## config.mk

```make
export PLATFORM = sky130hd
export DESIGN_NAME = rbsor_delay
export DESIGN_NICKNAME = d
export VERILOG_FILES = /design/src/rbsor_pkg.sv /design/src/rbsor_delay.sv
export SDC_FILE = /design/constraint.sdc
export NUM_CORES = 1
export LEC_CHECK = 0
export BUFFER_PORTS_ARGS = -buffer_cell sky130_fd_sc_hd__buf_2
export CORE_MARGIN = 2
export CORE_UTILIZATION = 35
export DETAILED_ROUTE_END_ITERATION = 8
export PLACE_DENSITY = 0.64
export SYNTH_ARGS = -nofsm -noshare
export SYNTH_HDL_FRONTEND = slang
export SYNTH_SLANG_ARGS = --single-unit
```

## constraint.sdc

```tcl
create_clock -name clk -period 0.8 [get_ports clk]
set_input_delay 0.12 -clock clk [delete_from_list [all_inputs] [get_ports clk]]
set_output_delay 0.12 -clock clk [all_outputs]
set_load 0.02 [all_outputs]
```

## src/rbsor_pkg.sv

```systemverilog
// ----------------------------------------------------------------------------
// rbsor_pkg: shared types and constants for the SOR pressure cell
// Fixed-point widths, register map, reset values and pipeline timing.
// ----------------------------------------------------------------------------
package rbsor_pkg;

    localparam int FRAC_BITS = 24;
    localparam int DATA_W    = 48;
    localparam int REG_W     = 47;
    localparam int OMEGA_W   = 26;
    localparam int OPER_W    = DATA_W + 2;
    localparam int CFG_IDX_W = 3;

    localparam int QMUL_LAT   = 4;
    localparam int PIPE_DEPTH = 4 * QMUL_LAT + 5;

    localparam logic OP_RELAX    = 1'b0;
    localparam logic OP_RESIDUAL = 1'b1;

    localparam logic [CFG_IDX_W-1:0] CFG_INV_DT  = 3'd0;
    localparam logic [CFG_IDX_W-1:0] CFG_INV_DX  = 3'd1;
    localparam logic [CFG_IDX_W-1:0] CFG_INV_DY  = 3'd2;
    localparam logic [CFG_IDX_W-1:0] CFG_INV_DX2 = 3'd3;
    localparam logic [CFG_IDX_W-1:0] CFG_INV_DY2 = 3'd4;
    localparam logic [CFG_IDX_W-1:0] CFG_OMEGA   = 3'd5;
    localparam logic [CFG_IDX_W-1:0] CFG_DIAG    = 3'd6;

    localparam logic [REG_W-1:0]   INV_DT_RST  = 47'd838860800;
    localparam logic [REG_W-1:0]   INV_DX_RST  = 47'd4294967296;
    localparam logic [REG_W-1:0]   INV_DY_RST  = 47'd4294967296;
    localparam logic [REG_W-1:0]   INV_DX2_RST = 47'd1099511627776;
    localparam logic [REG_W-1:0]   INV_DY2_RST = 47'd1099511627776;
    localparam logic [OMEGA_W-1:0] OMEGA_RST   = 26'd28521267;
    localparam logic [REG_W-1:0]   DIAG_RST    = 47'd64;

    typedef struct packed {
        logic [REG_W-1:0]   inv_time_step;
        logic [REG_W-1:0]   inv_cell_width;
        logic [REG_W-1:0]   inv_cell_height;
        logic [REG_W-1:0]   inv_width_squared;
        logic [REG_W-1:0]   inv_height_squared;
        logic [OMEGA_W-1:0] relax_factor;
        logic [REG_W-1:0]   diagonal_scale;
    } cfg_t;

    typedef struct packed {
        logic [DATA_W-1:0] value;
        logic              clip;
    } fixed_out_t;

endpackage

```

## src/rbsor_delay.sv

```systemverilog
// ----------------------------------------------------------------------------
// rbsor_delay: enabled payload delay line
// Carries a word a fixed number of pipeline stages alongside the math.
// ----------------------------------------------------------------------------
module rbsor_delay
    import rbsor_pkg::*;
#(
    parameter int WIDTH = DATA_W,
    parameter int DEPTH = QMUL_LAT
)
(
    input  logic             clk,
    input  logic             en,
    input  logic [WIDTH-1:0] d,
    output logic [WIDTH-1:0] q
);

    logic [WIDTH-1:0] tap_reg [DEPTH];

    always_ff @(posedge clk)
    begin
        if (en)
        begin
            tap_reg[0] <= d;
            for (int i = 1; i < DEPTH; i++)
            begin
                tap_reg[i] <= tap_reg[i-1];
            end
        end
    end

    assign q = tap_reg[DEPTH-1];

endmodule

```

======== Word-level counts from Yosys, hierarchy flattened ========
Memory sizes are Yosys's and may differ from the RTL's.
Cells that the tools add are included.
storage, ports and cells
  output and inout bits ................... 48
  memories kept ........................... 1
  input port bits ......................... 50
  memory bits (writable) .................. 192
  register bits after elaboration ......... 0
  logic and storage cells ................. 3
memories
  name     depth  width  read ports  clocked after memory_dff  write ports  RTL line           RTL
  tap_reg  4      48     4           0                         4            rbsor_delay.sv:18  logic [WIDTH-1:0] tap_reg [DEPTH];
cells by class
  muxes and demuxes ....................... 2
operator list
  cell              count
  1-bit 2-to-1 mux  2

======== Logic depth before layout (Yosys ltp) ========
Gate-level depths: netlist of the first run.
  word-level depth ........................ 2
  gate-level depth with buffers ........... 0
  mapped depth without buffers ............ 0

======== Worst setup path before layout of the first run ========
OpenSTA, ideal clock, no wires.
  kind .................................... reg2reg
  start point ............................. memory tap_reg[0][0] in the netlist's numbering
  end point ............................... memory tap_reg[1][0] in the netlist's numbering (data pin)
  required time ........................... 0.534 ns
  buffers on the path ..................... 0
  period minus slack after synthesis ...... 0.589 ns
  arrival ................................. 0.323 ns
  stages on the path, launching flop included .. 1
  path slack .............................. 0.211 ns
  setup time .............................. 0.266 ns
  cells stage by stage .................... edfxtp_1
RTL lines
  element      RTL line
  from (decl)  rbsor_delay.sv:18

==> results of run 1 <==
==> how the worst max path moves through the flow <==
stage	startpoint	end	slack [ns]	cells after the start
2_1_floorplan	tap_reg[0][0]	tap_reg[1][0]	0.21	0
3_3_place_gp	en	tap_reg[0][8]	-0.07	2
3_5_place_dp	en	tap_reg[3][37]	-0.09	2
4_1_cts	tap_reg[3][44]	q[44]	-0.31	1
5_1_grt	tap_reg[3][45]	q[45]	-0.34	1
6_report	tap_reg[3][47]	q[47]	-0.28	1
==> power by group through the flow <==
stage | combinational (mW) | clock [mW] | sequential, mW
floorplan | 0 | 0 | 12.4
global placement | 0.680 | 0 | 12.2
detailed placement | 0.700 | 0 | 12.2
CTS | 0.917 | 8.75 | 12.0
global route | 1.03 | 9.11 | 12.1
finish | 0.966 | 8.48 | 12.0
==> cell type report <==
type	count	area, um^2	area share [%]
Clock buffer	17	425	5.38
Tap cell	216	270	3.42
Clock inverter	13	171	2.17
Timing Repair Buffer	154	1280	16.2
Sequential cell	192	5770	72.9
==> routing by layer <==
metal | vias to the layer above | GRT usage [%]
met3 | 22 | 4.42
met4 | 0 | 6.09
met2 | 78 | 14.3
met1 | 1148 | 10.5
li1 | 1132 | -
met5 | - | 0
==> cell usage after synthesis (all sizes together) <==
cell and instances:
edfxtp 192
==> cells by family after synthesis <==
logic type,count (synthesis)
DFF,192
==> through the flow <==
stage	power, mW	cells	utilization (%)	hold slack, ns	instance area [um^2]
after floorplan	12.4	192	-	0.219	5770
final	21.5	592	49.5	0.0214	7910
after CTS	21.7	592	48.7	0.00721	7790
after global routing	22.2	592	49.5	0.00983	7910
after global placement	12.9	514	41.5	0.296	6650
after detailed placement	12.9	514	41.5	0.298	6650
==> repair_timing <==
item                                    CTS  global route
gates resized for setup                  20            40
cloned                                    0             0
hold endpoints to repair                 48             0
endpoints found under the setup margin   48            48
hold buffers                             48             0
pin swaps                                 0             0
==> metrics, run 1 <==
Ant. Diodes=0; layout cells sized above 1=35.1%; unrepaired setup endpoints after global routing=yes; worst skew pair latency=between 0.4 and 0.5 ns; IO Port Bufs=between 90 and 100; postcts setup bufs=0; Switch Pwr=between 3 and 4 mW; VDD IR-drop max=~0.0015 V; TritonRoute pass-1 iters=4; PwrDens=approximately 2700 mW/mm^2; synthesized instance count=192; # Max-Cap Violations=0; effective utilization at floorplan=a little over a third; max reg flops=approximately 190; footprint of the multi-input gates=0 um^2; area grow syn2layout=37.2%; Overall Global Routing Usage=roughly a tenth; row cnt=46; critical path endpoint category=output pin; WS Path Type=reg -> out; Final period util=135%; flop and latch count out of synthesis=about 190; Worst R2R End=tap_reg[1][33]; post-synth net total=242; CTS Buffer Depth=2; core region area=between 0.015 and 0.02 mm^2; R2R cell count=0; drc violations=0; setup slack at placement=-0.0935 ns; Setup crit start kind=flop; CP Max Fanout=1; Clk pwr share=between 30% and 40%; sw frac=a little under a fifth; Mapped Area=around 0.0058 mm^2; largest net degree at the start of global routing=~40; Hold Path End=tap_reg[0][35]; share of total power in combinational logic=4.5%; clk sink count=192; reg-to-reg slack, setup=0.14 ns; Yosys cell types=1; Max Used Layer=met4; vias in the first global route=2461; sequential share of the synthesized area=100%; minimum clock period=1.08 ns; Fin. Hold Viols=0; die height=between 100 and 150 um; Yosys top cell by area=edfxtp_1; number of multi-input logic gates=0; share of the synthesized area in the top cell type=100%; antenna viol nets, final=0; P_int=about 17 mW; setup slack after layout=-0.280 ns; first-pass GRT wire length=between 10000 and 15000 um; WL met1=between 3000 and 4000 um; initial drt markers=~200; Hold Crit Class=in -> reg; mux share of post-synthesis cell area=0%; initial antenna violation count=0; die area=0.0175 mm^2; Max Slew Vio Count=0; YS warnings=0; Met2 Wirelength=between 3000 and 4000 um; setup tns final=-12.44 ns; Setup-failing EPs final=48; slowest stage delay, CP=0.40 ns; total CTS buffers=17; met3 wire length=475 um; Crit-path slowest cell=edfxtp_1; layout net count=between 400 and 500; root buf cell=clkbuf_16; Hold Path Stages=1; Worst-path clk slew=around 0.06 ns; RePlAce Congestion=between 0.6 and 0.7; grt ovf=0; DR vias=2380; vias per cell=approximately 4; Die W=132 um; Synth Area in Adders=0%; P_leak=2.87 nW; CTS tree=yes; top cells by area, synth=edfxtp_1; commonest non-fill, non-tap cells in the layout=edfxtp_1, buf_2, dlygate4sd3_1; Layout fillers=approximately 1400; post-DR wirelength/cell=12.9 um; Buf/Inv on CP=1; Critical Path AT=~0.96 ns; status=finished, violations left; most common cell after layout, fill and taps aside=edfxtp_1; worst-margin pin slew=about 0.22 ns; xor-xnor portion of the synthesized cell area=0%; Max Clock Freq=~900 MHz; violated checks=negative setup slack; Slew HR=85.1%; io pins=98; total wire length=7660 um; Seq pwr share=between 50% and 60%; Worst Path Required=slightly below 0.7 ns; clock skew=around 0.0042 ns; hold path startpoint=en; RR Startpoint=tap_reg[0][33]; HPWL Detailed=4500 um; htree depth=4; Worst path top cell family by delay=flip-flops; synthesized area per cell=about 30 um^2; post-synthesis simple-gate area fraction=0%; Critical Path, Cell by Cell=buf_6; Synth Area in Compound Gates=0%
Note: power is estimated with default switching activity, not from simulation.
==> run 2, diff against run 1 <==
- CORE_ASPECT_RATIO: unset -> 0.7
- GPL_TIMING_DRIVEN: unset -> 0
- REMOVE_ABC_BUFFERS: unset -> 1
==> run 2 against run 1 <==
Against the previous run: the run still ends with negative setup slack left; via count increased by 0.92%; clock power increased by 2.8%; flip-flop and latch count did not move; largest cell class unchanged; hold slack better by 0.078 ns; first-iteration DRC count shrank 38%; utilization down 0.55 points; sequential power barely moved; critical path depth stayed put; global-route usage is 0.88 points higher.
==> metrics, run 2 (same netlist as run 1, synthesis figures left out) <==
postcts setup bufs=0; largest net degree at the start of global routing=69; critical path endpoint category=output pin; core region area=roughly 0.016 mm^2; io pins=98; row cnt=39; setup slack after layout=-0.303 ns; P_leak=between 2 and 3 nW; clk sink count=~190; initial antenna violation count=1; root buf cell=clkbuf_16; Seq pwr share=a little under three fifths; unrepaired setup endpoints after global routing=yes; worst-margin pin slew=~0.37 ns; Slew HR=around three quarters; antenna viol nets, final=0; Worst Path Required=0.68 ns; number of multi-input logic gates=0; Hold Path Stages=1; vias per cell=roughly 4.0; HPWL Detailed=roughly 4300 um; Die W=about 160 um; Hold Crit Class=in -> reg; Worst path depth=1; Critical Path AT=0.98 ns; setup tns final=-12.77 ns; reg-to-reg slack, setup=approximately 0.16 ns; total wire length=between 8000 and 9000 um; layout net count=~400; Switch Pwr=roughly 4.2 mW; violated checks=negative setup slack; TritonRoute pass-1 iters=4; CTS Buffer Depth=2; die area=~0.018 mm^2; Clk pwr share=40.2%; DP Area=0.00657 mm^2; Post-Place Cells=between 500 and 600; Max Clock Freq=approximately 910 MHz; first-pass GRT wire length=13000 um; CTS tree=yes; slowest stage delay, CP=around 0.42 ns; most common cell after layout, fill and taps aside=edfxtp_1; worst skew pair latency=~0.42 ns; effective utilization at floorplan=around 36%; Worst path top cell family by delay=flip-flops; sw frac=roughly 19%; share of total power in combinational logic=4.4%; Crit-path slowest cell=edfxtp_1; die height=111 um; RePlAce Congestion=0.620; grt ovf=0; Overall Global Routing Usage=between 10 and 15%; final cell count without fillers=slightly below 600; post-DR wirelength/cell=between 10 and 15 um; minimum clock period=1.10 ns; drc violations=0; max reg flops=roughly 190; CP Max Fanout=1; status=finished, violations left; layout cells sized above 1=around a third; PwrDens=around 2700 mW/mm^2; htree depth=4; Critical Path, Cell by Cell=buf_6; Final Core Density=between 40% and 50%; # Max-Cap Violations=0; Setup crit start kind=flop; Buf/Inv on CP=1; vias in the first global route=2485; WS Path Type=reg -> out; Fin. Hold Viols=0; VDD IR-drop max=around 0.0018 V; Setup-failing EPs final=48; area grow syn2layout=37.4%; IO Port Bufs=97; WHS=roughly 0.1 ns; R2R cell count=0; footprint of the multi-input gates=0 um^2; P_int=17.5 mW; commonest non-fill, non-tap cells in the layout=edfxtp_1, buf_2, dlygate4sd3_1; Final period util=138%; fin area=approximately 0.0079 mm^2; initial drt markers=122; DR vias=approximately 2400; clock skew=~0.0090 ns; Worst-path clk slew=about 0.070 ns; Max Slew Vio Count=0; total CTS buffers=17
run 2: cell count changes in the layout (fill, tap and decap cells not counted):
cell	before	now
buf_4	5	0
buf_2	66	60
clkbuf_8	1	0
inv_6	0	3
clkinv_1	4	5
diode_2	0	1
buf_16	0	2
clkinvlp_4	3	1
buf_6	30	36
buf_12	4	1
run 2: cell type report:
cell class / count / area [um^2]
fill: 1339 / 8280
sequential: 192 / 5770
timing repair buffer: 147 / 1260
clock buffer: 17 / 425
tap: 225 / 282
clock inverter: 15 / 186
antenna: 1 / 2.50
run 2: routing by layer:
metal	vias to the layer above	part of all wire [%]	wire length, um	GRT usage, %
met1	1186	42	3520	12.5
met4	0	1.2	100	4.00
met3	9	9.8	831	6.38
met5	-	0	0	0
li1	1121	-	-	-
met2	86	47	3990	14.6
run 2: timing repair:
item / CTS / global route
hold buffers: 48 / 0
endpoints found under the setup margin: 183 / 48
gates resized for setup: 34 / 40
cloned: 1 / 0
endpoints found under the hold margin: 48 / 0
run 2: final timing paths:
path,startpoint,end
setup / recovery,tap_reg[3][30],q[30]
hold / removal,en,tap_reg[0][13]
hold reg to reg,tap_reg[0][5],tap_reg[1][5]
setup reg to reg,tap_reg[2][7],tap_reg[3][7]
run 2: stage by stage:
step | power, mW | setup WS (ns)
final | 21.7 | -0.303
after global routing | 22.5 | -0.355
after CTS | 21.9 | -0.340
after detailed placement | 12.9 | -0.682
after global placement | 12.9 | -2.75
after floorplan | 12.4 | 0.211
run 2: power by group through the flow:
stage	Clock, mW	Sequential, mW	Combinational [mW]
final	8.72	12.0	0.964
after global placement	0	12.2	0.614
after CTS	8.96	12.0	0.909
after detailed placement	0	12.2	0.649
after global routing	9.40	12.1	1.04
after floorplan	0	12.4	0
