--- config.mk ---
export PLATFORM = sky130hd
export DESIGN_NAME = rbsor_cfg
export DESIGN_NICKNAME = d
export VERILOG_FILES = /design/src/rbsor_pkg.sv /design/src/rbsor_cfg.sv
export SDC_FILE = /design/constraint.sdc
export NUM_CORES = 1
export LEC_CHECK = 0
export BUFFER_PORTS_ARGS = -buffer_cell sky130_fd_sc_hd__buf_4
export CELL_PAD_IN_SITES_DETAIL_PLACEMENT = 1
export CELL_PAD_IN_SITES_GLOBAL_PLACEMENT = 1
export CORE_ASPECT_RATIO = 0.9
export CORE_MARGIN = 2
export CORE_UTILIZATION = 43
export CTS_BUF_LIST = sky130_fd_sc_hd__clkbuf_4 sky130_fd_sc_hd__clkbuf_8
export CTS_CLUSTER_DIAMETER = 30
export DETAILED_ROUTE_END_ITERATION = 10
export PLACE_DENSITY = 0.81
export SYNTH_ARGS = -nofsm -noshare
export SYNTH_HDL_FRONTEND = slang
export SYNTH_SLANG_ARGS = --single-unit
--- constraint.sdc ---
create_clock -name clk -period 0.84 [get_ports clk]
set_input_delay 0.21 -clock clk [delete_from_list [all_inputs] [get_ports clk]]
set_output_delay 0.21 -clock clk [all_outputs]
set_load 0.005 [all_outputs]
--- src/rbsor_pkg.sv ---
// ----------------------------------------------------------------------------
// rbsor_pkg: shared types and constants for the SOR pressure cell
// Fixed-point widths, register map, reset values and pipeline timing.
// ----------------------------------------------------------------------------
package rbsor_pkg;

    localparam int FRAC_BITS = 24;
    localparam int DATA_W    = 48;
    localparam int REG_W     = 47;
    localparam int OMEGA_W   = 26;
    localparam int OPER_W    = DATA_W + 2;
    localparam int CFG_IDX_W = 3;

    localparam int QMUL_LAT   = 4;
    localparam int PIPE_DEPTH = 4 * QMUL_LAT + 5;

    localparam logic OP_RELAX    = 1'b0;
    localparam logic OP_RESIDUAL = 1'b1;

    localparam logic [CFG_IDX_W-1:0] CFG_INV_DT  = 3'd0;
    localparam logic [CFG_IDX_W-1:0] CFG_INV_DX  = 3'd1;
    localparam logic [CFG_IDX_W-1:0] CFG_INV_DY  = 3'd2;
    localparam logic [CFG_IDX_W-1:0] CFG_INV_DX2 = 3'd3;
    localparam logic [CFG_IDX_W-1:0] CFG_INV_DY2 = 3'd4;
    localparam logic [CFG_IDX_W-1:0] CFG_OMEGA   = 3'd5;
    localparam logic [CFG_IDX_W-1:0] CFG_DIAG    = 3'd6;

    localparam logic [REG_W-1:0]   INV_DT_RST  = 47'd838860800;
    localparam logic [REG_W-1:0]   INV_DX_RST  = 47'd4294967296;
    localparam logic [REG_W-1:0]   INV_DY_RST  = 47'd4294967296;
    localparam logic [REG_W-1:0]   INV_DX2_RST = 47'd1099511627776;
    localparam logic [REG_W-1:0]   INV_DY2_RST = 47'd1099511627776;
    localparam logic [OMEGA_W-1:0] OMEGA_RST   = 26'd28521267;
    localparam logic [REG_W-1:0]   DIAG_RST    = 47'd64;

    typedef struct packed {
        logic [REG_W-1:0]   inv_time_step;
        logic [REG_W-1:0]   inv_cell_width;
        logic [REG_W-1:0]   inv_cell_height;
        logic [REG_W-1:0]   inv_width_squared;
        logic [REG_W-1:0]   inv_height_squared;
        logic [OMEGA_W-1:0] relax_factor;
        logic [REG_W-1:0]   diagonal_scale;
    } cfg_t;

    typedef struct packed {
        logic [DATA_W-1:0] value;
        logic              clip;
    } fixed_out_t;

endpackage

--- src/rbsor_cfg.sv ---
// ----------------------------------------------------------------------------
// rbsor_cfg: configuration register file
// Seven coefficient registers loaded through a plain write port.
// ----------------------------------------------------------------------------
module rbsor_cfg
    import rbsor_pkg::*;
(
    input  logic                 clk,
    input  logic                 rst_n,
    input  logic                 cfg_write,
    input  logic [CFG_IDX_W-1:0] cfg_index,
    input  logic [REG_W-1:0]     cfg_data,
    output cfg_t                 cfg
);

    cfg_t cfg_reg;

    always_ff @(posedge clk or negedge rst_n)
    begin
        if (!rst_n)
        begin
            cfg_reg.inv_time_step      <= INV_DT_RST;
            cfg_reg.inv_cell_width     <= INV_DX_RST;
            cfg_reg.inv_cell_height    <= INV_DY_RST;
            cfg_reg.inv_width_squared  <= INV_DX2_RST;
            cfg_reg.inv_height_squared <= INV_DY2_RST;
            cfg_reg.relax_factor       <= OMEGA_RST;
            cfg_reg.diagonal_scale     <= DIAG_RST;
        end
        else if (cfg_write)
        begin
            unique case (cfg_index)
                CFG_INV_DT:  cfg_reg.inv_time_step      <= cfg_data;
                CFG_INV_DX:  cfg_reg.inv_cell_width     <= cfg_data;
                CFG_INV_DY:  cfg_reg.inv_cell_height    <= cfg_data;
                CFG_INV_DX2: cfg_reg.inv_width_squared  <= cfg_data;
                CFG_INV_DY2: cfg_reg.inv_height_squared <= cfg_data;
                CFG_OMEGA:   cfg_reg.relax_factor       <= cfg_data[OMEGA_W-1:0];
                CFG_DIAG:    cfg_reg.diagonal_scale     <= cfg_data;
                default:     cfg_reg                    <= cfg_reg;
            endcase
        end
    end

    assign cfg = cfg_reg;

endmodule

==> flow_metrics.tcl, run 1 <==
set metrics [dict create \
    yosysSeqAreaShare 0.662 \
    error "[ERROR DPL-0033] detailed placement checks failed during check placement." \
    num_rows 57 \
    clock_path_buffers 3 \
    synth_top_family_by_area "multiplexers" \
    root_buffer "clkbuf_8" \
    synth-adder-area-share 0 \
    status "stopped before the end" \
    cts_resized 346 \
    cts-buffers-inserted 61 \
    mappedNetlistNets 708 \
    yosys_register_bits 308 \
    io_pins 361 \
    yosys.area_share.simple 0.00729 \
    die_height_um 160 \
    synthMuxAreaShare 0.310 \
    cts_setup_buffers 142 \
    syn_area_um2 11700 \
    start_util 0.435 \
    synth_cell_types 12 \
    ctsHoldBuffers 48 \
    htree_levels 2 \
    synth_compound_area_frac 0 \
    routabilityCongestion 0.764 \
    lastStage "clock tree synthesis" \
    place_hpwl_um 24800 \
    synth_xor_area_frac 0 \
    io_buffers 360 \
    cts_sinks 308 \
    dp.cells 1392 \
    ys_warn_count 0 \
    die_w_um 178 \
    syn_inst 655 \
    syn_avg_cell_area_um2 17.8 \
]
-- cell families after synthesis --
| logic type | count (synthesis) |
|---|---|
| mux | 308 |
| flops | 308 |
| buf+inv | 32 |
| simple gates | 7 |
-- metrics by stage --
step	cell area [µm²]	setup TNS [ns]	setup WS, ns
global placement	15700	-170.70	-0.631
detailed placement	15700	-177.87	-0.663
floorplan	12200	-90.17	-0.406
-- cells in the mapped netlist --
cell type  count  area (µm²)
mux2_2       218        2450
buf_4         16         120
mux2_4        40         601
and4bb_1       3        37.5
mux2_1        50         563
buf_6          6        67.6
dfstp_2       22         578
buf_2         10        50.1
nand4b_2       1        15.0
dfrtp_1      286        7160
nand4b_1       2        17.5
nor4b_2        1        15.0
==> inputs of run 2 (changes only) <==
==> config.mk (replaced) <==
export PLATFORM = sky130hd
export DESIGN_NAME = rbsor_cfg
export DESIGN_NICKNAME = d
export VERILOG_FILES = /design/src/rbsor_pkg.sv /design/src/rbsor_cfg.sv
export SDC_FILE = /design/constraint.sdc
export NUM_CORES = 1
export LEC_CHECK = 0
export BUFFER_PORTS_ARGS = -buffer_cell sky130_fd_sc_hd__buf_4
export CORE_MARGIN = 2
export CORE_UTILIZATION = 30
export DETAILED_ROUTE_END_ITERATION = 10
export PLACE_DENSITY_LB_ADDON = 0.15
export SYNTH_ARGS = -nofsm -noshare
export SYNTH_HDL_FRONTEND = slang
export SYNTH_SLANG_ARGS = --single-unit
==> run 2 against run 1 <==
Net effect: the flow now finishes, with violations (negative setup slack); synthesized cell count stayed put; area after synthesis did not move.
==> flow_metrics.tcl, run 2 <==
set metrics [dict create \
    avgViaCountPerCell 4.47 \
    clockPowerShare 0.295 \
    detail-route-antenna-nets 0 \
    yosysMostFrequentCell "dfrtp_1" \
    maxCapViolCount 0 \
    syn_area_um2 11700 \
    violations "negative setup slack" \
    power_density_nw_per_um2 2510 \
    finalSetupViolations 606 \
    synth_area_leaders "dfrtp_1 61%, mux2_2 21%, mux2_4 5.1%" \
    die_height_um 201 \
    final-hold-violation-count 0 \
    post-route-period-util 1.68 \
    final_common_cell "buf_6" \
    num_vias 8284 \
    utilization 0.553 \
    cts-buffers-inserted 37 \
    io_pins 361 \
    finalMaxSlewViolations 0 \
    yosysSeqAreaShare 0.662 \
    startpoint_type "flop" \
    synth_cell_types 12 \
    crit_path_end_kind "output pin" \
    synth_top_area_cell "dfrtp_1" \
    antenna_cells 0 \
    required_ns 0.63 \
    synthArstFlopShare 1.00 \
    start_util 0.303 \
    combPwrFrac 0.314 \
    yosys.area.top_type_share 0.613 \
    status "finished, violations left" \
    root_buffer "clkbuf_16" \
    track_usage 0.199 \
    drtPass1Iterations 4 \
    cp_max_fo 2 \
    synth_edf_count 0 \
    sw_frac_of_total 0.252 \
    final_cell_area_um2 21300 \
    grt_max_degree 43 \
    cts_sinks 308 \
    io_buffers 360 \
    core_um2 38600 \
    fmax_mhz 708 \
    fin_ws_ns -0.572 \
    internal_power_mw 40.1 \
    clock_path_buffers 3 \
    slowest_stage "dfstp_2" \
    syn_avg_cell_area_um2 17.8 \
    finalCriticalPeriod_ns 1.41 \
    worst_pin_slew_ns 0.283 \
    crit_family "flip-flops" \
    syn_inst 655 \
    place_area_um2 15900 \
    drcViolationCount 0 \
    finalPower_mw 53.6 \
    dp.cells 1549 \
    area_delta_synth_final_pct 82.7 \
    antenna_found_initial 0 \
    yosys_register_bits 308 \
    grt_pass1_wl_um 60200 \
    post-place-ws_ns -0.673 \
    p_sw_mw 13.5 \
    cp_num_buf_inv 1 \
    power_leakage_nw 10.3 \
    peakVddDrop_uv 1490 \
    routabilityCongestion 0.741 \
    cts_tree "yes" \
    holdCritPathClass "in2async" \
    ys_top_cells_by_count "286 x dfrtp_1, 218 x mux2_2, 50 x mux2_1" \
    grt_overflow 0 \
    largest_register_ff_count 308 \
    mostFrequentLayoutCells "344 x buf_6, 286 x dfrtp_1, 243 x mux2_4, 180 x buf_4, 65 x mux2_2" \
    path_class "reg2out" \
    wl_per_cell_um 22.8 \
    cp_slowest_stage_delay_ns 0.57 \
    layout.nets 1359 \
    grt_pass1_vias 8996 \
    timing.setup.tns_ns -175.73 \
    stdcell_count 1852 \
    drt_iter0_drc 269 \
    place_hpwl_um 23000 \
    die_area_um2 40500 \
    num_rows 72 \
    clk_pin_slew_ns 0.06 \
    nFillCells 3222 \
    ys_warn_count 0 \
    ys.flop_type "dfrtp_1" \
    crit_path_cell_trace "buf_6" \
    mappedNetlistNets 708 \
    die_w_um 201 \
    routed_wl_um 42300 \
    seqPwrFrac 0.390 \
    arrival_ns 1.20 \
    holdWs_ns 0.0891 \
    rsz0062_at_grt "true" \
    max_slew_margin 0.812 \
    htree_levels 2 \
    drive_gt1_frac 0.738 \
    clk_latency_ns 0.54 \
    finClkSkew_ns 0 \
]
-- run 2: kinds of logic (layout without fill, tap and decap cells) --
logic type | after synthesis | after routing | share of synthesized area
muxes | 308 | 308 | 0.310
DFF | 308 | 308 | 0.662
buffers and inverters | 32 | 711 | 0.0204
and+or+nand+nor | 7 | 7 | 0.00729
-- run 2: cell type report --
| cell class | instances | area, µm² | share of cell area |
|---|---|---|---|
| Sequential cell | 308 | 7730 | 0.363 |
| Clock inverter | 7 | 67.6 | 0.00317 |
| Timing Repair Buffer | 644 | 7260 | 0.340 |
| Clock buffer | 60 | 1130 | 0.0532 |
| Tap cell | 518 | 648 | 0.0304 |
| Multi-Input combinational cell | 315 | 4490 | 0.211 |
-- run 2: power groups by stage --
| stage | combinational [mW] | clock (mW) | sequential, mW |
|---|---|---|---|
| finish | 16.9 | 15.8 | 20.9 |
| global route | 17.8 | 16.9 | 21.3 |
| CTS | 15.8 | 16.3 | 20.9 |
| detailed placement | 11.5 | 0 | 20.4 |
| global placement | 11.4 | 0 | 20.4 |
| floorplan | 3.98 | 0 | 20.4 |
-- run 2: worst paths after layout --
| path | startpoint | to | slack [ns] | cells after the start |
|---|---|---|---|---|
| setup / recovery | cfg[289]$_DFFE_PN1P_ | cfg[289] | -0.57 | 1 |
| hold / removal | rst_n | cfg[89]$_DFFE_PN0P_ | 0.09 | 2 |
| setup reg to reg | cfg[233]$_DFFE_PN0P_ | cfg[233]$_DFFE_PN0P_ | -0.18 | 3 |
| hold reg to reg | cfg[146]$_DFFE_PN0P_ | cfg[146]$_DFFE_PN0P_ | 0.53 | 1 |
| max in group asynchronous | rst_n | cfg[203]$_DFFE_PN0P_ | 0.13 | 4 |
| min in group clk | cfg_index[1] | cfg[269]$_DFFE_PN0P_ | 0.23 | 4 |
-- run 2: repair_timing --
item / in CTS / in global routing
gates resized for setup: 438 / 86
setup endpoints to repair: 510 / 615
hold endpoints to repair: 615 / 0
cloned: 25 / 8
hold buffers: 48 / 0
setup buffers: 107 / 75
pin swaps: 3 / 4
-- run 2: layer usage --
layer	track usage	share of wire
met1	0.262	0.44
met2	0.321	0.47
met3	0.0428	0.053
met4	0.0788	0.034
met5	0	0
(Power assumes the default switching activity.)
==> inputs of run 3 (changes only) <==
==> constraint.sdc (replaced) <==
create_clock -name clk -period 0.84 [get_ports clk]
set_input_delay 0.084 -clock clk [delete_from_list [all_inputs] [get_ports clk]]
set_output_delay 0.084 -clock clk [all_outputs]
set_load 0.005 [all_outputs]
==> run 3 against run 2 <==
Net effect: the flow still finishes with violations (negative setup slack); critical path depth did not move; largest cell class unchanged; critical path type unchanged; core utilization fell by 3.7 points; final cell count shrank 4.5%.
==> flow_metrics.tcl, run 3 (synthesized netlist as in run 2, its figures left out) <==
set metrics [dict create \
    multi_input_area_um2 4220 \
    drive_gt1_frac 0.717 \
    htree_levels 2 \
    wl_per_cell_um 20.6 \
    violations "negative setup slack" \
    grt_overflow 0 \
    cp_num_cells 1 \
    place_hpwl_um 22900 \
    crit_start "cfg[290]$_DFFE_PN1P_" \
    cp_num_buf_inv 1 \
    finalCriticalPeriod_ns 1.27 \
    core_um2 38600 \
    final-hold-violation-count 0 \
    cp_max_fo 2 \
    crit_family "flip-flops" \
    track_usage 0.173 \
    drcViolationCount 0 \
    die_area_um2 40500 \
    clock_path_buffers 3 \
    grt_pass1_vias 8512 \
    max_slew_margin 0.752 \
    slowest_stage "dfstp_2" \
    crit_path_end_kind "output pin" \
    required_ns 0.76 \
    timing.setup.tns_ns -96.28 \
    startpoint_type "flop" \
    cts_sinks 308 \
    fmax_mhz 790 \
    peakVddDrop_uv 1420 \
    r2r-end "cfg[288]$_DFFE_PN0P_" \
    nFillCells 3335 \
    post-route-period-util 1.51 \
    status "finished, violations left" \
    rsz0062_at_grt "true" \
    r2r_slack_ns -0.09 \
    root_buffer "clkbuf_16" \
    maxCapViolCount 0 \
    crit_path_cell_trace "buf_6" \
    die_height_um 201 \
    antenna_found_initial 0 \
    cp_slowest_stage_delay_ns 0.55 \
    finalMaxSlewViolations 0 \
    regArea_um2 7730 \
    r2r-start "cfg[288]$_DFFE_PN0P_" \
    clk_pin_slew_ns 0.06 \
    drt_iter0_drc 215 \
    holdCritPathClass "in2reg" \
    io_buffers 360 \
    die_w_um 201 \
    power_density_nw_per_um2 2630 \
    rr_worst_depth 2 \
    drtPass1Iterations 4 \
    cp-endpoint "cfg[290]" \
    io_pins 361 \
    arrival_ns 1.18 \
    holdWs_ns 0.0779 \
    num_vias 7804 \
    routed_wl_um 36400 \
    largest_register_ff_count 308 \
    finClkSkew_ns 0 \
    grt_pass1_wl_um 53800 \
    area_delta_synth_final_pct 70.4 \
    antenna_cells 0 \
    power_leakage_nw 9.35 \
    layout.nets 1278 \
    clk_latency_ns 0.52 \
    finalSetupViolations 424 \
    final_common_cell "buf_6" \
    path_class "reg2out" \
    start_util 0.303 \
    worst_pin_slew_ns 0.371 \
    routabilityCongestion 0.730 \
    cts-buffers-inserted 36 \
    detail-route-antenna-nets 0 \
    utilization 0.516 \
    cts_tree "yes" \
    avgViaCountPerCell 4.41 \
    grt_max_degree 35 \
    num_rows 72 \
    mostFrequentLayoutCells "383 x buf_6, 286 x dfrtp_1, 169 x mux2_4, 133 x mux2_2, 106 x buf_4" \
    fin_ws_ns -0.426 \
]
-- run 3: worst min-delay path by stage --
stage / end / start / slack (ns) / cells past startpoint
finish: cfg[271]$_DFFE_PN0P_ / cfg_index[0] / 0.08 / 4
global route: cfg[267]$_DFFE_PN0P_ / cfg_index[0] / 0.06 / 4
CTS: cfg[271]$_DFFE_PN0P_ / cfg_index[2] / 0.10 / 4
detailed placement: cfg[27]$_DFFE_PN0P_ / rst_n / -0.06 / 1
global placement: cfg[27]$_DFFE_PN0P_ / rst_n / -0.07 / 1
floorplan: cfg[0]$_DFFE_PN0P_ / rst_n / -0.21 / 0
-- run 3: cell type report --
class                           count  area share
Clock buffer                       56      0.0541
Clock inverter                      7     0.00428
Tap cell                          518      0.0326
Multi-Input combinational cell    315       0.212
Timing Repair Buffer              564       0.308
Sequential cell                   308       0.389
-- run 3: timing repair --
item	CTS	global route
setup endpoints to repair	308	412
cloned	0	6
setup buffers	78	50
pin swaps	0	1
hold buffers	49	0
resized for setup	314	103
hold endpoints to repair	613	0
-- run 3: metrics by stage --
step / worst slack (ns) / total power [mW] / cell area (µm²) / std cells
after CTS: -0.464 / 51.8 / 19200 / 1734
after floorplan: -0.280 / 24.4 / 12200 / 655
after detailed placement: -0.566 / 31.9 / 15800 / 1546
final: -0.426 / 52.3 / 19900 / 1768
after global routing: -0.471 / 54.7 / 19900 / 1768
after global placement: -0.534 / 31.8 / 15800 / 1546
-- run 3: metal layers --
| metal | GRT usage | part of all wire | up-vias | wire, µm |
|---|---|---|---|---|
| met5 | 0 | 0 | - | 0 |
| met4 | 0.0720 | 0.033 | 0 | 1200 |
| met3 | 0.0407 | 0.051 | 68 | 1870 |
| met2 | 0.284 | 0.48 | 209 | 17600 |
| met1 | 0.220 | 0.43 | 4061 | 15800 |
| li1 | - | - | 3466 | - |
-- run 3: report_power, final --
| group | switching, mW | leakage (nW) | internal, mW | total (mW) |
|---|---|---|---|---|
| combinational | 4.36 | 5.11 | 11.5 | 15.8 |
| clock | 6.13 | 0.574 | 9.40 | 15.5 |
| sequential | 2.61 | 3.66 | 18.3 | 20.9 |
| total | 13.1 | 9.35 | 39.2 | 52.3 |
==> inputs of run 4 (changes only) <==
--- a/config.mk
+++ b/config.mk
@@ -5,7 +5,9 @@
 export SDC_FILE = /design/constraint.sdc
 export NUM_CORES = 1
 export LEC_CHECK = 0
+export ABC_AREA = 1
 export BUFFER_PORTS_ARGS = -buffer_cell sky130_fd_sc_hd__buf_4
+export CAP_MARGIN = 20
 export CORE_MARGIN = 2
 export CORE_UTILIZATION = 30
 export DETAILED_ROUTE_END_ITERATION = 10
==> run 4 against run 3 <==
Net effect: the run ends with negative hold slack, negative setup slack left; global-route usage grew 4.5 points; design area is 0.48% higher; final cell count rose by 41%; die area rose by 3.2%; combinational power decreased by 16%.
==> flow_metrics.tcl, run 4 <==
set metrics [dict create \
    syn_avg_cell_area_um2 8.99 \
    arrival_ns 1.18 \
    crit_path_cell_trace "buf_6" \
    synth_cell_types 14 \
    grt_overflow 0 \
    synth_edf_count 0 \
    die_height_um 204 \
    num_rows 73 \
    detail-route-antenna-nets 0 \
    slowest_stage "dfstp_2" \
    largest_register_ff_count 308 \
    grt_pass1_wl_um 69200 \
    start_util 0.303 \
    power_leakage_nw 10.7 \
    nFillCells 3738 \
    layout.nets 1994 \
    finalCriticalPeriod_ns 1.27 \
    final-hold-violation-count 11 \
    io_buffers 360 \
    io_pins 361 \
    root_buffer "clkbuf_16" \
    ys.flop_type "dfrtp_1" \
    cp_slowest_stage_delay_ns 0.55 \
    drive_gt1_frac 0.354 \
    stdcell_count 2491 \
    holdWs_ns -0.0336 \
    clk_pin_slew_ns 0.06 \
    met1_length_um 20100 \
    place_hpwl_um 30300 \
    grt_max_degree 49 \
    avgViaCountPerCell 4.52 \
    mappedNetlistNets 1394 \
    core_um2 39700 \
    ys_top_cells_by_count "748 x nand2_1, 286 x dfrtp_1, 188 x nand3_1" \
    finalMaxSlewViolations 0 \
    cp_max_fo 2 \
    max_slew_margin 0.785 \
    num_vias 11200 \
    finalSetupViolations 325 \
    status "finished, violations left" \
    yosys_register_bits 308 \
    worst_pin_slew_ns 0.322 \
    antenna_cells 0 \
    cts_tree "yes" \
    track_usage 0.218 \
    peakVddDrop_uv 1310 \
    rsz0062_at_grt "true" \
    finClkSkew_ns 0 \
    synthArstFlopShare 1.00 \
    yosysMostFrequentCell "nand2_1" \
    maxCapViolCount 0 \
    holdCritPathClass "in2async" \
    antenna_found_initial 0 \
    ys_warn_count 0 \
    post-route-period-util 1.51 \
    synth_top_area_cell "dfrtp_1" \
    die_area_um2 41800 \
    topRoutingLayerUsed "met4" \
    area_delta_synth_final_pct 65.8 \
    fin_ws_ns -0.428 \
    dp.cells 2224 \
    routed_wl_um 45900 \
    final_common_cell "nand2_1" \
    fmax_mhz 788 \
    startpoint_type "flop" \
    required_ns 0.76 \
    ctsHoldBuffers 48 \
    path_class "reg2out" \
    clk_latency_ns 0.53 \
    routabilityCongestion 0.775 \
    power_density_nw_per_um2 2440 \
    finalPower_mw 48.7 \
    crit_family "flip-flops" \
    wl_per_cell_um 18.4 \
    grt_pass1_vias 11300 \
    sw_frac_of_total 0.276 \
    clockPowerShare 0.314 \
    mostFrequentLayoutCells "733 x nand2_1, 310 x buf_6, 286 x dfrtp_1, 252 x buf_4, 188 x nand3_1" \
    drt_iter0_drc 581 \
    violations "negative hold slack, negative setup slack" \
    place_area_um2 16000 \
    internal_power_mw 35.3 \
    yosysSeqAreaShare 0.642 \
    drcViolationCount 0 \
    cts-buffers-inserted 36 \
    combPwrFrac 0.274 \
    drtPass1Iterations 5 \
    crit_path_end_kind "output pin" \
    seqPwrFrac 0.412 \
    wl_met3_um 3520 \
    dr_wl_met2_um 21400 \
    cp_num_buf_inv 1 \
    final_cell_area_um2 20000 \
    syn_inst 1341 \
    synth_area_leaders "dfrtp_1 59%, nand2_1 23%, nand3_1 7.8%" \
    yosys.area.top_type_share 0.594 \
    p_sw_mw 13.4 \
    die_w_um 204 \
    cts_sinks 308 \
    htree_levels 2 \
    syn_area_um2 12100 \
    clock_path_buffers 3 \
]
## run 4: path summary, 6_finish.rpt
check / cells past startpoint / from / slack, ns / end
hold / removal: 2 / rst_n / -0.03 / cfg[159]$_DFFE_PN0P_
hold reg to reg: 2 / cfg[286]$_DFFE_PN1P_ / 0.47 / cfg[286]$_DFFE_PN1P_
min in group clk: 5 / cfg_index[2] / 0.01 / cfg[172]$_DFFE_PN0P_
setup / recovery: 1 / cfg[60]$_DFFE_PN1P_ / -0.43 / cfg[60]
setup reg to reg: 4 / cfg[301]$_DFFE_PN0P_ / -0.06 / cfg[301]$_DFFE_PN0P_
max in group asynchronous: 4 / rst_n / 0.19 / cfg[95]$_DFFE_PN0P_
## run 4: final cells by class
class,count,area (µm²),area share
clock inverters,9,98.8,0.00494
repair buffers,646,6580,0.329
well taps,525,657,0.0329
multi-input cells,943,3860,0.193
inverters,6,30.0,0.00150
flip-flops and latches,308,7730,0.387
clock buffers,54,1030,0.0515
## run 4: metrics by stage
stage	util	TNS, ns	setup WS [ns]	hold WS (ns)
finish	0.503	-93.56	-0.428	-0.0336
global route	0.503	-108.59	-0.482	-0.0429
CTS	0.489	-103.93	-0.465	-0.0704
global placement	0.403	-78.12	-0.308	-0.0870
detailed placement	0.403	-83.40	-0.332	-0.0883
floorplan	-	-2.07	-0.0195	-0.212
## run 4: power groups by stage
stage / registers [mW] / clock network (mW) / logic (mW)
after global routing: 20.3 / 16.5 / 14.5
final: 20.0 / 15.3 / 13.3
after CTS: 20.0 / 15.7 / 12.5
after floorplan: 19.7 / 0 / 2.63
after global placement: 19.7 / 0 / 9.42
after detailed placement: 19.7 / 0 / 9.54
## run 4: metal layers
metal | GRT usage | vias up
li1 | - | 5392
met1 | 0.289 | 5446
met2 | 0.348 | 357
met3 | 0.0681 | 54
met4 | 0.0531 | 0
met5 | 0 | -
## run 4: kinds of logic (layout without fill, tap and decap cells)
group,after synthesis,count (layout),synth area share
DFF,308,308,0.642
and+or+nand+nor,943,943,0.315
buffers and inverters,90,715,0.0431
## run 4: what timing repair did
action / 4_1_cts / 5_1_grt
endpoints found under the hold margin: 616 / 11
setup buffers: 83 / 73
gates resized for setup: 308 / 11
pin swaps: 0 / 1
setup endpoints to repair: 308 / 309
## run 4: worst reg2reg max path, stage by stage (launching register included)
cell and delay [ns]:
dfrtp_1 0.41, buf_4 0.15, buf_4 0.12, nand2_1 0.06, nand2_1 0.05
